### src/hdl/ykd_pkg.sv
package ykd_pkg;

	// Register file
	localparam int CFG_W   = 32;
	localparam int SR_W    = 14;
	localparam int NOISE_W = 32;
	localparam int IDX_W   = 3;

	// Gain divider and shared multiplier
	localparam int FRAC_W = 24;
	localparam int GAIN_W = FRAC_W + 1;
	localparam int DEN_W  = NOISE_W + 1;
	localparam int REM_W  = NOISE_W + 2;
	localparam int MAC_W  = 25;
	localparam int ACC_W  = 3 * MAC_W;

	localparam logic [GAIN_W-1:0] ONE_GAIN = 25'h100_0000;

	// Register reset values
	localparam logic [NOISE_W-1:0] MEAS_NOISE_RST = 32'd167772;
	localparam logic [NOISE_W-1:0] PROC_NOISE_RST = 32'd168;
	localparam logic [CFG_W-1:0]   INIT_EST_RST   = 32'd0;
	localparam logic [NOISE_W-1:0] INIT_COV_RST   = 32'd16777216;
	localparam logic [SR_W-1:0]    SAMPLE_RATE_RST = 14'd100;

	typedef enum logic [IDX_W-1:0] {
		REG_MEAS_NOISE    = 3'd0,
		REG_PROCESS_NOISE = 3'd1,
		REG_INIT_ESTIMATE = 3'd2,
		REG_INIT_COV      = 3'd3,
		REG_SAMPLE_RATE   = 3'd4
	} reg_idx_t;

	typedef enum logic [3:0] {
		ST_IDLE,
		ST_PRED,
		ST_DSTART,
		ST_DIV,
		ST_DIFF,
		ST_EST_LO,
		ST_EST_HI,
		ST_EST_UPD,
		ST_COV_LO,
		ST_COV_HI,
		ST_COV_UPD,
		ST_ACC_LO,
		ST_ACC_HI,
		ST_ACC_UPD,
		ST_DONE
	} state_t;

	typedef struct packed {
		logic en;
		logic clr;
		logic hi;
	} mac_ctl_t;

	typedef struct packed {
		logic busy;
		logic done;
	} div_stat_t;

endpackage

### src/hdl/ykd_div.sv
module ykd_div (
	input  logic                          clk,
	input  logic                          arst_n,
	input  logic                          start,
	input  logic [ykd_pkg::NOISE_W-1:0]   num,
	input  logic [ykd_pkg::NOISE_W-1:0]   noise,
	output logic [ykd_pkg::GAIN_W-1:0]    quot,
	output ykd_pkg::div_stat_t            stat
);
	import ykd_pkg::*;

	localparam int CNT_W = $clog2(GAIN_W + 1);

	logic [DEN_W-1:0]  den_in;
	logic [DEN_W-1:0]  den_q;
	logic [REM_W-1:0]  rem_q;
	logic [REM_W-1:0]  trial;
	logic [GAIN_W-1:0] quot_q;
	logic [CNT_W-1:0]  cnt_q;
	logic              busy_q;
	logic              done_q;
	logic              fits;

	// Denominator is predicted covariance plus measurement noise
	assign den_in = DEN_W'(num) + DEN_W'(noise);

	// One restoring step: compare, subtract if it fits
	assign fits  = rem_q >= REM_W'(den_q);
	assign trial = fits ? (rem_q - REM_W'(den_q)) : rem_q;

	// Sequence control; a zero denominator finishes at once with zero gain
	always_ff @(posedge clk or negedge arst_n) begin
		if (!arst_n) begin
			busy_q <= 1'b0;
			done_q <= 1'b0;
			cnt_q  <= '0;
		end else begin
			done_q <= 1'b0;
			if (start) begin
				busy_q <= 1'b1;
				cnt_q  <= (den_in == '0) ? '0 : CNT_W'(GAIN_W);
			end else if (busy_q) begin
				if (cnt_q == '0) begin
					busy_q <= 1'b0;
					done_q <= 1'b1;
				end else begin
					cnt_q <= cnt_q - 1'b1;
				end
			end
		end
	end

	// Remainder and quotient shift registers
	always_ff @(posedge clk) begin
		if (start) begin
			den_q  <= den_in;
			rem_q  <= REM_W'(num);
			quot_q <= '0;
		end else if (busy_q && (cnt_q != '0)) begin
			rem_q  <= {trial[REM_W-2:0], 1'b0};
			quot_q <= {quot_q[GAIN_W-2:0], fits};
		end
	end

	assign quot      = quot_q;
	assign stat.busy = busy_q;
	assign stat.done = done_q;

endmodule

### src/hdl/ykd_mac.sv
module ykd_mac (
	input  logic                        clk,
	input  ykd_pkg::mac_ctl_t           ctl,
	input  logic [ykd_pkg::MAC_W-1:0]   a,
	input  logic [ykd_pkg::MAC_W-1:0]   b,
	output logic [ykd_pkg::ACC_W-1:0]   acc
);
	import ykd_pkg::*;

	logic [2*MAC_W-1:0] prod;
	logic [ACC_W-1:0]   addend;
	logic [ACC_W-1:0]   base;
	logic [ACC_W-1:0]   acc_q;

	// Partial product, placed at the low or the high chunk position
	assign prod   = a * b;
	assign addend = ctl.hi ? {prod, {MAC_W{1'b0}}} : ACC_W'(prod);
	assign base   = ctl.clr ? '0 : acc_q;

	// Accumulate one partial product per pass
	always_ff @(posedge clk) begin
		if (ctl.en) begin
			acc_q <= base + addend;
		end
	end

	assign acc = acc_q;

endmodule

### src/hdl/yaw_rate_kalman_differentiator.sv
// Channel   Direction  Handshake           Payload
// s_*       in         s_tvalid/s_tready   tdata: angular_rate_z
// m_*       out        m_tvalid/m_tready   tdata: raw_rate, filtered_rate, yaw_accel;
//                                          tuser: filtered_valid
// cfg_*     in         cfg_valid/cfg_ready cfg_index, cfg_data
//
// A filter sample raises m_tvalid with s_tready back high; the gain divider works first
// (start, 25 steps, finish) and six passes of the shared 25x25 multiplier follow.
// The priming sample after reset skips the divider and multiplier and goes straight to its result.
// Reset clears the sequencer, the output valid and loads the register defaults.
// The next word is accepted while a finished result still waits on m_tready;
// the result stage holds until the output register is free.
module yaw_rate_kalman_differentiator #(
	parameter int RATE_WIDTH = 32
) (
	input  logic                                   clk,
	input  logic                                   arst_n,
	input  logic                                   s_tvalid,
	output logic                                   s_tready,
	// [RATE_WIDTH-1:0] angular_rate_z
	input  logic [((RATE_WIDTH+7)/8)*8-1:0]        s_tdata,
	output logic                                   m_tvalid,
	input  logic                                   m_tready,
	// raw_rate, filtered_rate, yaw_accel, each RATE_WIDTH bits, lowest first
	output logic [((3*RATE_WIDTH+7)/8)*8-1:0]      m_tdata,
	// [0] filtered_valid
	output logic [0:0]                             m_tuser,
	input  logic                                   cfg_valid,
	output logic                                   cfg_ready,
	input  logic [ykd_pkg::IDX_W-1:0]              cfg_index,
	input  logic [ykd_pkg::CFG_W-1:0]              cfg_data
);
	import ykd_pkg::*;

	localparam int RW     = RATE_WIDTH;
	localparam int MAG_W  = RW + 1;
	localparam int EW     = (RW > CFG_W) ? RW : CFG_W;
	localparam int OUT_TW = ((3*RW+7)/8)*8;

	localparam logic [RW-1:0] RMAX = {1'b0, {(RW-1){1'b1}}};
	localparam logic [RW-1:0] RMIN = ~RMAX;
	localparam logic signed [EW-1:0] RMAX_E = EW'(RMAX);
	localparam logic signed [EW-1:0] RMIN_E = ~RMAX_E;

	// Configuration registers
	logic [NOISE_W-1:0] meas_q;
	logic [NOISE_W-1:0] proc_q;
	logic [CFG_W-1:0]   iest_q;
	logic [NOISE_W-1:0] icov_q;
	logic [SR_W-1:0]    srate_q;

	// Sequencer and filter state
	state_t             state_q;
	state_t             state_d;
	logic               first_q;
	logic [RW-1:0]      last_q;
	logic [RW-1:0]      est_q;
	logic [NOISE_W-1:0] cov_q;
	logic [RW-1:0]      z_q;
	logic [NOISE_W-1:0] pp_q;
	logic [GAIN_W-1:0]  k_q;
	logic [MAG_W-1:0]   mag_q;
	logic               neg_q;
	logic [RW-1:0]      filt_q;
	logic [RW-1:0]      accel_q;
	logic               flag_q;

	// Output register
	logic               m_tvalid_q;
	logic [OUT_TW-1:0]  m_tdata_q;
	logic               m_tuser_q;

	// Datapath signals
	logic                accept;
	logic                out_free;
	logic [RW-1:0]       in_rate;
	logic                in_min;
	logic [RW-1:0]       z_in;
	logic signed [EW-1:0] ie_ext;
	logic [RW-1:0]       est_init;
	logic [NOISE_W:0]    cov_sum;
	logic [NOISE_W-1:0]  pp_next;
	logic [RW-1:0]       dif_a;
	logic [RW-1:0]       dif_b;
	logic [MAG_W-1:0]    dif;
	logic [MAG_W-1:0]    dif_mag;
	logic [2*MAC_W-1:0]  mag_ext;
	logic [MAG_W-1:0]    step_r;
	logic [RW+1:0]       step_s;
	logic [RW+1:0]       est_sum;
	logic                sat_pos;
	logic                sat_neg;
	logic [RW-1:0]       accel_next;
	logic [GAIN_W-1:0]   one_minus_k;

	// Shared unit control
	logic                div_start;
	logic [GAIN_W-1:0]   div_quot;
	div_stat_t           div_stat;
	mac_ctl_t            mac_ctl;
	logic [MAC_W-1:0]    mac_a;
	logic [MAC_W-1:0]    mac_b;
	logic [ACC_W-1:0]    mac_acc;

	assign accept    = s_tvalid && s_tready;
	assign out_free  = !m_tvalid_q || m_tready;
	assign cfg_ready = 1'b1;

	// Negate the incoming rate, saturating the most negative code
	assign in_rate = s_tdata[RW-1:0];
	assign in_min  = in_rate[RW-1] && !(|in_rate[RW-2:0]);
	assign z_in    = in_min ? RMAX : (~in_rate + 1'b1);

	// Clamp the starting estimate to the rate range
	assign ie_ext   = EW'($signed(iest_q));
	assign est_init = (ie_ext > RMAX_E) ? RMAX :
	                  (ie_ext < RMIN_E) ? RMIN : ie_ext[RW-1:0];

	// Predicted covariance, saturating
	assign cov_sum = {1'b0, cov_q} + {1'b0, proc_q};
	assign pp_next = cov_sum[NOISE_W] ? '1 : cov_sum[NOISE_W-1:0];

	// Shared subtractor: innovation first, then rate difference
	assign dif_a   = (state_q == ST_DIFF) ? z_q : est_q;
	assign dif_b   = (state_q == ST_DIFF) ? est_q : last_q;
	assign dif     = {dif_a[RW-1], dif_a} - {dif_b[RW-1], dif_b};
	assign dif_mag = dif[MAG_W-1] ? (~dif + 1'b1) : dif;
	assign mag_ext = (2*MAC_W)'(mag_q);

	// Estimate update: step is truncated toward zero
	assign step_r  = mac_acc[FRAC_W +: MAG_W];
	assign step_s  = neg_q ? ((RW+2)'(0) - (RW+2)'(step_r)) : (RW+2)'(step_r);
	assign est_sum = {{2{est_q[RW-1]}}, est_q} + step_s;

	// Acceleration saturation
	assign sat_pos    = |mac_acc[ACC_W-1:RW-1];
	assign sat_neg    = (|mac_acc[ACC_W-1:RW]) || (mac_acc[RW-1] && (|mac_acc[RW-2:0]));
	assign accel_next = neg_q ? (sat_neg ? RMIN : (~mac_acc[RW-1:0] + 1'b1)) :
	                            (sat_pos ? RMAX : mac_acc[RW-1:0]);

	assign one_minus_k = ONE_GAIN - k_q;

	ykd_div u_div (
		.clk    (clk),
		.arst_n (arst_n),
		.start  (div_start),
		.num    (pp_q),
		.noise  (meas_q),
		.quot   (div_quot),
		.stat   (div_stat)
	);

	ykd_mac u_mac (
		.clk (clk),
		.ctl (mac_ctl),
		.a   (mac_a),
		.b   (mac_b),
		.acc (mac_acc)
	);

	// Configuration writes
	always_ff @(posedge clk or negedge arst_n) begin
		if (!arst_n) begin
			meas_q  <= MEAS_NOISE_RST;
			proc_q  <= PROC_NOISE_RST;
			iest_q  <= INIT_EST_RST;
			icov_q  <= INIT_COV_RST;
			srate_q <= SAMPLE_RATE_RST;
		end else if (cfg_valid && cfg_ready) begin
			unique case (cfg_index)
				REG_MEAS_NOISE:    meas_q  <= cfg_data;
				REG_PROCESS_NOISE: proc_q  <= cfg_data;
				REG_INIT_ESTIMATE: iest_q  <= cfg_data;
				REG_INIT_COV:      icov_q  <= cfg_data;
				REG_SAMPLE_RATE:   srate_q <= cfg_data[SR_W-1:0];
				default: ;
			endcase
		end
	end

	// Next state
	always_comb begin
		state_d = state_q;
		unique case (state_q)
			ST_IDLE:    if (accept) state_d = first_q ? ST_DONE : ST_PRED;
			ST_PRED:    state_d = ST_DSTART;
			ST_DSTART:  state_d = ST_DIV;
			ST_DIV:     if (div_stat.done) state_d = ST_DIFF;
			ST_DIFF:    state_d = ST_EST_LO;
			ST_EST_LO:  state_d = ST_EST_HI;
			ST_EST_HI:  state_d = ST_EST_UPD;
			ST_EST_UPD: state_d = ST_COV_LO;
			ST_COV_LO:  state_d = ST_COV_HI;
			ST_COV_HI:  state_d = ST_COV_UPD;
			ST_COV_UPD: state_d = ST_ACC_LO;
			ST_ACC_LO:  state_d = ST_ACC_HI;
			ST_ACC_HI:  state_d = ST_ACC_UPD;
			ST_ACC_UPD: state_d = ST_DONE;
			ST_DONE:    if (out_free) state_d = ST_IDLE;
			default:    state_d = ST_IDLE;
		endcase
	end

	// Sequencer outputs: handshake, divider start, multiplier passes
	always_comb begin
		s_tready    = 1'b0;
		div_start   = 1'b0;
		mac_ctl     = '0;
		mac_a       = '0;
		mac_b       = '0;
		unique case (state_q)
			ST_IDLE:   s_tready = 1'b1;
			ST_DSTART: div_start = 1'b1;
			ST_EST_LO: begin
				mac_ctl = '{en: 1'b1, clr: 1'b1, hi: 1'b0};
				mac_a   = mag_ext[MAC_W-1:0];
				mac_b   = k_q;
			end
			ST_EST_HI: begin
				mac_ctl = '{en: 1'b1, clr: 1'b0, hi: 1'b1};
				mac_a   = mag_ext[2*MAC_W-1:MAC_W];
				mac_b   = k_q;
			end
			ST_COV_LO: begin
				mac_ctl = '{en: 1'b1, clr: 1'b1, hi: 1'b0};
				mac_a   = one_minus_k;
				mac_b   = pp_q[MAC_W-1:0];
			end
			ST_COV_HI: begin
				mac_ctl = '{en: 1'b1, clr: 1'b0, hi: 1'b1};
				mac_a   = one_minus_k;
				mac_b   = MAC_W'(pp_q[NOISE_W-1:MAC_W]);
			end
			ST_ACC_LO: begin
				mac_ctl = '{en: 1'b1, clr: 1'b1, hi: 1'b0};
				mac_a   = mag_ext[MAC_W-1:0];
				mac_b   = MAC_W'(srate_q);
			end
			ST_ACC_HI: begin
				mac_ctl = '{en: 1'b1, clr: 1'b0, hi: 1'b1};
				mac_a   = mag_ext[2*MAC_W-1:MAC_W];
				mac_b   = MAC_W'(srate_q);
			end
			default: ;
		endcase
	end

	// Control state
	always_ff @(posedge clk or negedge arst_n) begin
		if (!arst_n) begin
			state_q    <= ST_IDLE;
			first_q    <= 1'b1;
			m_tvalid_q <= 1'b0;
		end else begin
			state_q <= state_d;
			if (accept && first_q) begin
				first_q <= 1'b0;
			end
			if (state_q == ST_DONE && out_free) begin
				m_tvalid_q <= 1'b1;
			end else if (m_tready) begin
				m_tvalid_q <= 1'b0;
			end
		end
	end

	// Filter state; covariance and estimate start at zero until primed
	always_ff @(posedge clk or negedge arst_n) begin
		if (!arst_n) begin
			last_q <= '0;
			est_q  <= '0;
			cov_q  <= '0;
		end else begin
			if (accept && first_q) begin
				last_q <= z_in;
				est_q  <= est_init;
				cov_q  <= icov_q;
			end
			if (state_q == ST_EST_UPD) begin
				est_q <= est_sum[RW-1:0];
			end
			if (state_q == ST_COV_UPD) begin
				cov_q <= mac_acc[FRAC_W +: NOISE_W];
			end
			if (state_q == ST_ACC_UPD) begin
				last_q <= est_q;
			end
		end
	end

	// Working registers of one sample
	always_ff @(posedge clk) begin
		if (accept) begin
			z_q     <= z_in;
			filt_q  <= '0;
			accel_q <= '0;
			flag_q  <= 1'b0;
		end
		if (state_q == ST_PRED) begin
			pp_q <= pp_next;
		end
		if (state_q == ST_DIV && div_stat.done) begin
			k_q <= div_quot;
		end
		if (state_q == ST_DIFF || state_q == ST_COV_UPD) begin
			mag_q <= dif_mag;
			neg_q <= dif[MAG_W-1];
		end
		if (state_q == ST_ACC_UPD) begin
			accel_q <= accel_next;
			filt_q  <= est_q;
			flag_q  <= 1'b1;
		end
		if (state_q == ST_DONE && out_free) begin
			m_tdata_q <= OUT_TW'({accel_q, filt_q, z_q});
			m_tuser_q <= flag_q;
		end
	end

	assign m_tvalid   = m_tvalid_q;
	assign m_tdata    = m_tdata_q;
	assign m_tuser[0] = m_tuser_q;

	// Input is never taken while the divider is still iterating
	a_ready_div_idle: assert property (@(posedge clk) disable iff (!arst_n)
		s_tready |-> !div_stat.busy)
		else $error("input accepted while gain divider busy");

	// Divider completion is only seen while the sequencer waits for it
	a_div_done_state: assert property (@(posedge clk) disable iff (!arst_n)
		div_stat.done |-> (state_q == ST_DIV))
		else $error("gain divider finished outside wait state");

	// Priming flag clears only on an accepted sample
	a_prime_on_accept: assert property (@(posedge clk) disable iff (!arst_n)
		$fell(first_q) |-> $past(s_tvalid && s_tready))
		else $error("priming flag cleared without an input word");

	// A finished sample always reaches the output register
	a_done_loads_out: assert property (@(posedge clk) disable iff (!arst_n)
		(state_q == ST_DONE && (!m_tvalid || m_tready)) |=> m_tvalid)
		else $error("result not loaded into output register");

endmodule

### config.mk
export PLATFORM = sky130hd
export DESIGN_NAME = yaw_rate_kalman_differentiator
export DESIGN_NICKNAME = d
export VERILOG_FILES = /design/src/hdl/ykd_pkg.sv /design/src/hdl/ykd_div.sv /design/src/hdl/ykd_mac.sv /design/src/hdl/yaw_rate_kalman_differentiator.sv
export SDC_FILE = /design/constraint.sdc
export NUM_CORES = 2
export LEC_CHECK = 0
export ABC_AREA = 0
export ABC_CLOCK_PERIOD_IN_PS = 20000
export BUFFER_PORTS_ARGS = -buffer_cell sky130_fd_sc_hd__buf_2
export CAP_MARGIN = 20
export CORE_MARGIN = 5
export CORE_UTILIZATION = 53
export CTS_BUF_LIST = sky130_fd_sc_hd__clkbuf_4 sky130_fd_sc_hd__clkbuf_8
export CTS_CLUSTER_DIAMETER = 60
export CTS_CLUSTER_SIZE = 14
export DETAILED_ROUTE_END_ITERATION = 7
export HOLD_SLACK_MARGIN = 0.06
export PLACE_DENSITY_LB_ADDON = 0.2
export SETUP_SLACK_MARGIN = 0.15
export SLEW_MARGIN = 0
export SYNTH_ARGS = -nofsm -noshare
export SYNTH_HDL_FRONTEND = slang
export SYNTH_HIERARCHICAL = 1
export SYNTH_SLANG_ARGS = --single-unit
### constraint.sdc
create_clock -name clk -period 20 [get_ports clk]
set_input_delay 1 -clock clk [delete_from_list [all_inputs] [get_ports clk]]
set_output_delay 1 -clock clk [all_outputs]
set_load 0.005 [all_outputs]
==> flow_metrics.tcl <==
set metrics [dict create \
    status "completed" \
    min_path_type "in2async" \
    grt_max_degree 160 \
    clock_skew_ps 83.8 \
    drtPass1Iterations 6 \
    start_kind "flip-flop" \
    initial_core_util_pct 53.4 \
    cts.clk_slew.worst_paths_ps 90 \
    drtIter0Drc 4457 \
    setup_tns_ps 0 \
    clockBufferDepth 3 \
    place_area_um2 67600 \
    vias 50900 \
    ios 172 \
    cts_tree "yes" \
    rows 128 \
    cts_setup_buffers 0 \
    viasPerCell 6.01 \
    grt_pass1_vias 50600 \
    finalSetupViolations 0 \
    drc 0 \
    end_kind "flip-flop" \
    cts_hold_buf 0 \
    fin_area_um2 69200 \
    postLayoutCoreUtil_pct 56.7 \
    seq_area_um2 19600 \
    worst_slew_pin_slew_ps 1140 \
    critical_path_peak_fanout 25 \
    netlist_area_um2 65200 \
    fmax_mhz 78.2 \
    io_buffers 170 \
    yosys_warnings 6 \
    cp.arrival_ps 13250 \
    grt_overflow 0 \
    syn_nets 7788 \
    period_share_pct 64.0 \
    place_ws_ps 7510 \
    fin_nets 7804 \
    nFillCells 10800 \
    syn_inst 6758 \
    die_w_um 361 \
    period_minus_slack_ps 12790 \
    slowest_delay_ps 830 \
    finalWorstSetupSlack_ps 7210 \
    postRouteAntennaNets 0 \
    hold_viol_final 0 \
    drv_cap 0 \
    slowest_stage "nor2_1" \
    coreArea_um2 122000 \
    die_area_um2 130000 \
    clk_latency_ps 770 \
    dpl.hpwl_um 151000 \
    cts_sinks 703 \
    die_h_um 361 \
    cp.required_ps 20460 \
    slew_headroom_pct 24.1 \
    wl_per_cell_um 23.3 \
    slew_viol_final 0 \
    track_usage_pct 29.7 \
    antenna_found_initial 9 \
    grt_pass1_wl_um 303000 \
    avgSynthCellArea_um2 9.65 \
    cts_buffers 73 \
    place_congestion 0.952 \
    multi_input_area_um2 41700 \
    wl_um 197000 \
    syn_to_final_growth_pct 6.21 \
    drive_gt1_share_pct 10.5 \
    cts_root_buf "clkbuf_8" \
    path_class "reg2reg" \
    cp_common_cell "fa_1" \
    ctsResizeCount 0 \
    cts_max_level 3 \
    rsz0062_at_grt "false" \
]
==> sequential cells by signal, indices dropped and copies added, names as in the netlist, 4 cells and up <==
| signal | count |
|---|---|
| icov_q | 32 |
| state_q | 4 |
| u_div/quot | 25 |
| meas_q | 32 |
| u_div/rem_q | 34 |
| m_tdata | 96 |
| u_div/den_q | 33 |
| z_q | 32 |
| k_q | 25 |
| est_q | 32 |
| pp_q | 32 |
| mag_q | 33 |
| filt_q | 32 |
| cov_q | 32 |
| accel_q | 32 |
| last_q | 32 |
| proc_q | 32 |
| srate_q | 14 |
| ie_ext | 32 |
| u_div/cnt_q | 5 |
| u_mac/acc | 75 |
==> worst max-delay path, delay by kind of cell, from the launching register on <==
kind | cells | cell delay, ps
AND/OR/NAND/NOR | 6 | 2210
adder cells (fa/ha/maj) | 9 | 4360
XOR/XNOR | 2 | 640
buffers and inverters | 5 | 990
flip-flops | 1 | 700
AO/OA/AOI/OAI | 16 | 3590
==> stage by stage <==
step           std cells  hold slack, ps
5_1_grt             8460             317
2_1_floorplan       6758             400
4_1_cts             8456             255
6_report            8463             256
3_5_place_dp        8322             405
3_3_place_gp        8320             403
==> layout by cell type (no fill, tap or decap), drive strengths merged, types with 233 or more instances in the layout <==
cell	instances
a21oi	353
and2	399
buf	257
dfrtp	233
edfxtp	424
fa	532
ha	426
inv	757
nand2	753
nor2	308
o21ai	281
==> routing by layer <==
layer | wire, um | vias to the layer above | track usage (%)
met3 | 14700 | 320 | 4.61
met1 | 86200 | 25300 | 42.1
met5 | 10 | - | 0
met4 | 7670 | 2 | 10.4
li1 | - | 23200 | -
met2 | 88200 | 2063 | 46.8
==> cell type report <==
| cell class | instances | share of cell area (%) |
|---|---|---|
| clock buffers | 104 | 1.81 |
| well taps | 1625 | 2.94 |
| inverters | 745 | 4.04 |
| diodes | 5 | 0.0181 |
| clock inverters | 30 | 0.463 |
| repair buffers | 257 | 2.26 |
| flip-flops and latches | 703 | 28.3 |
| multi-input cells | 4994 | 60.2 |
==> worst paths after layout <==
kind                                          from                      end  slack (ps)  depth (start not counted)
max                         state_q[1]$_DFFE_PN0P_  u_mac/acc[73]$_DFFE_PP_        7210                         38
min                                         arst_n   last_q[19]$_DFFE_PN0P_         260                          1
max reg2reg                 state_q[1]$_DFFE_PN0P_  u_mac/acc[73]$_DFFE_PP_        7210                         38
min reg2reg                filt_q[6]$_SDFFCE_PN0P_    m_tdata[38]$_DFFE_PP_         410                          0
max in group asynchronous                   arst_n   meas_q[25]$_DFFE_PN0P_       18320                          2
min in group clk           filt_q[6]$_SDFFCE_PN0P_    m_tdata[38]$_DFFE_PP_         410                          0
Power is left out: the tool's default activity adds up to more than one toggle a clock period on the data nets, which glitch-free logic cannot reach.
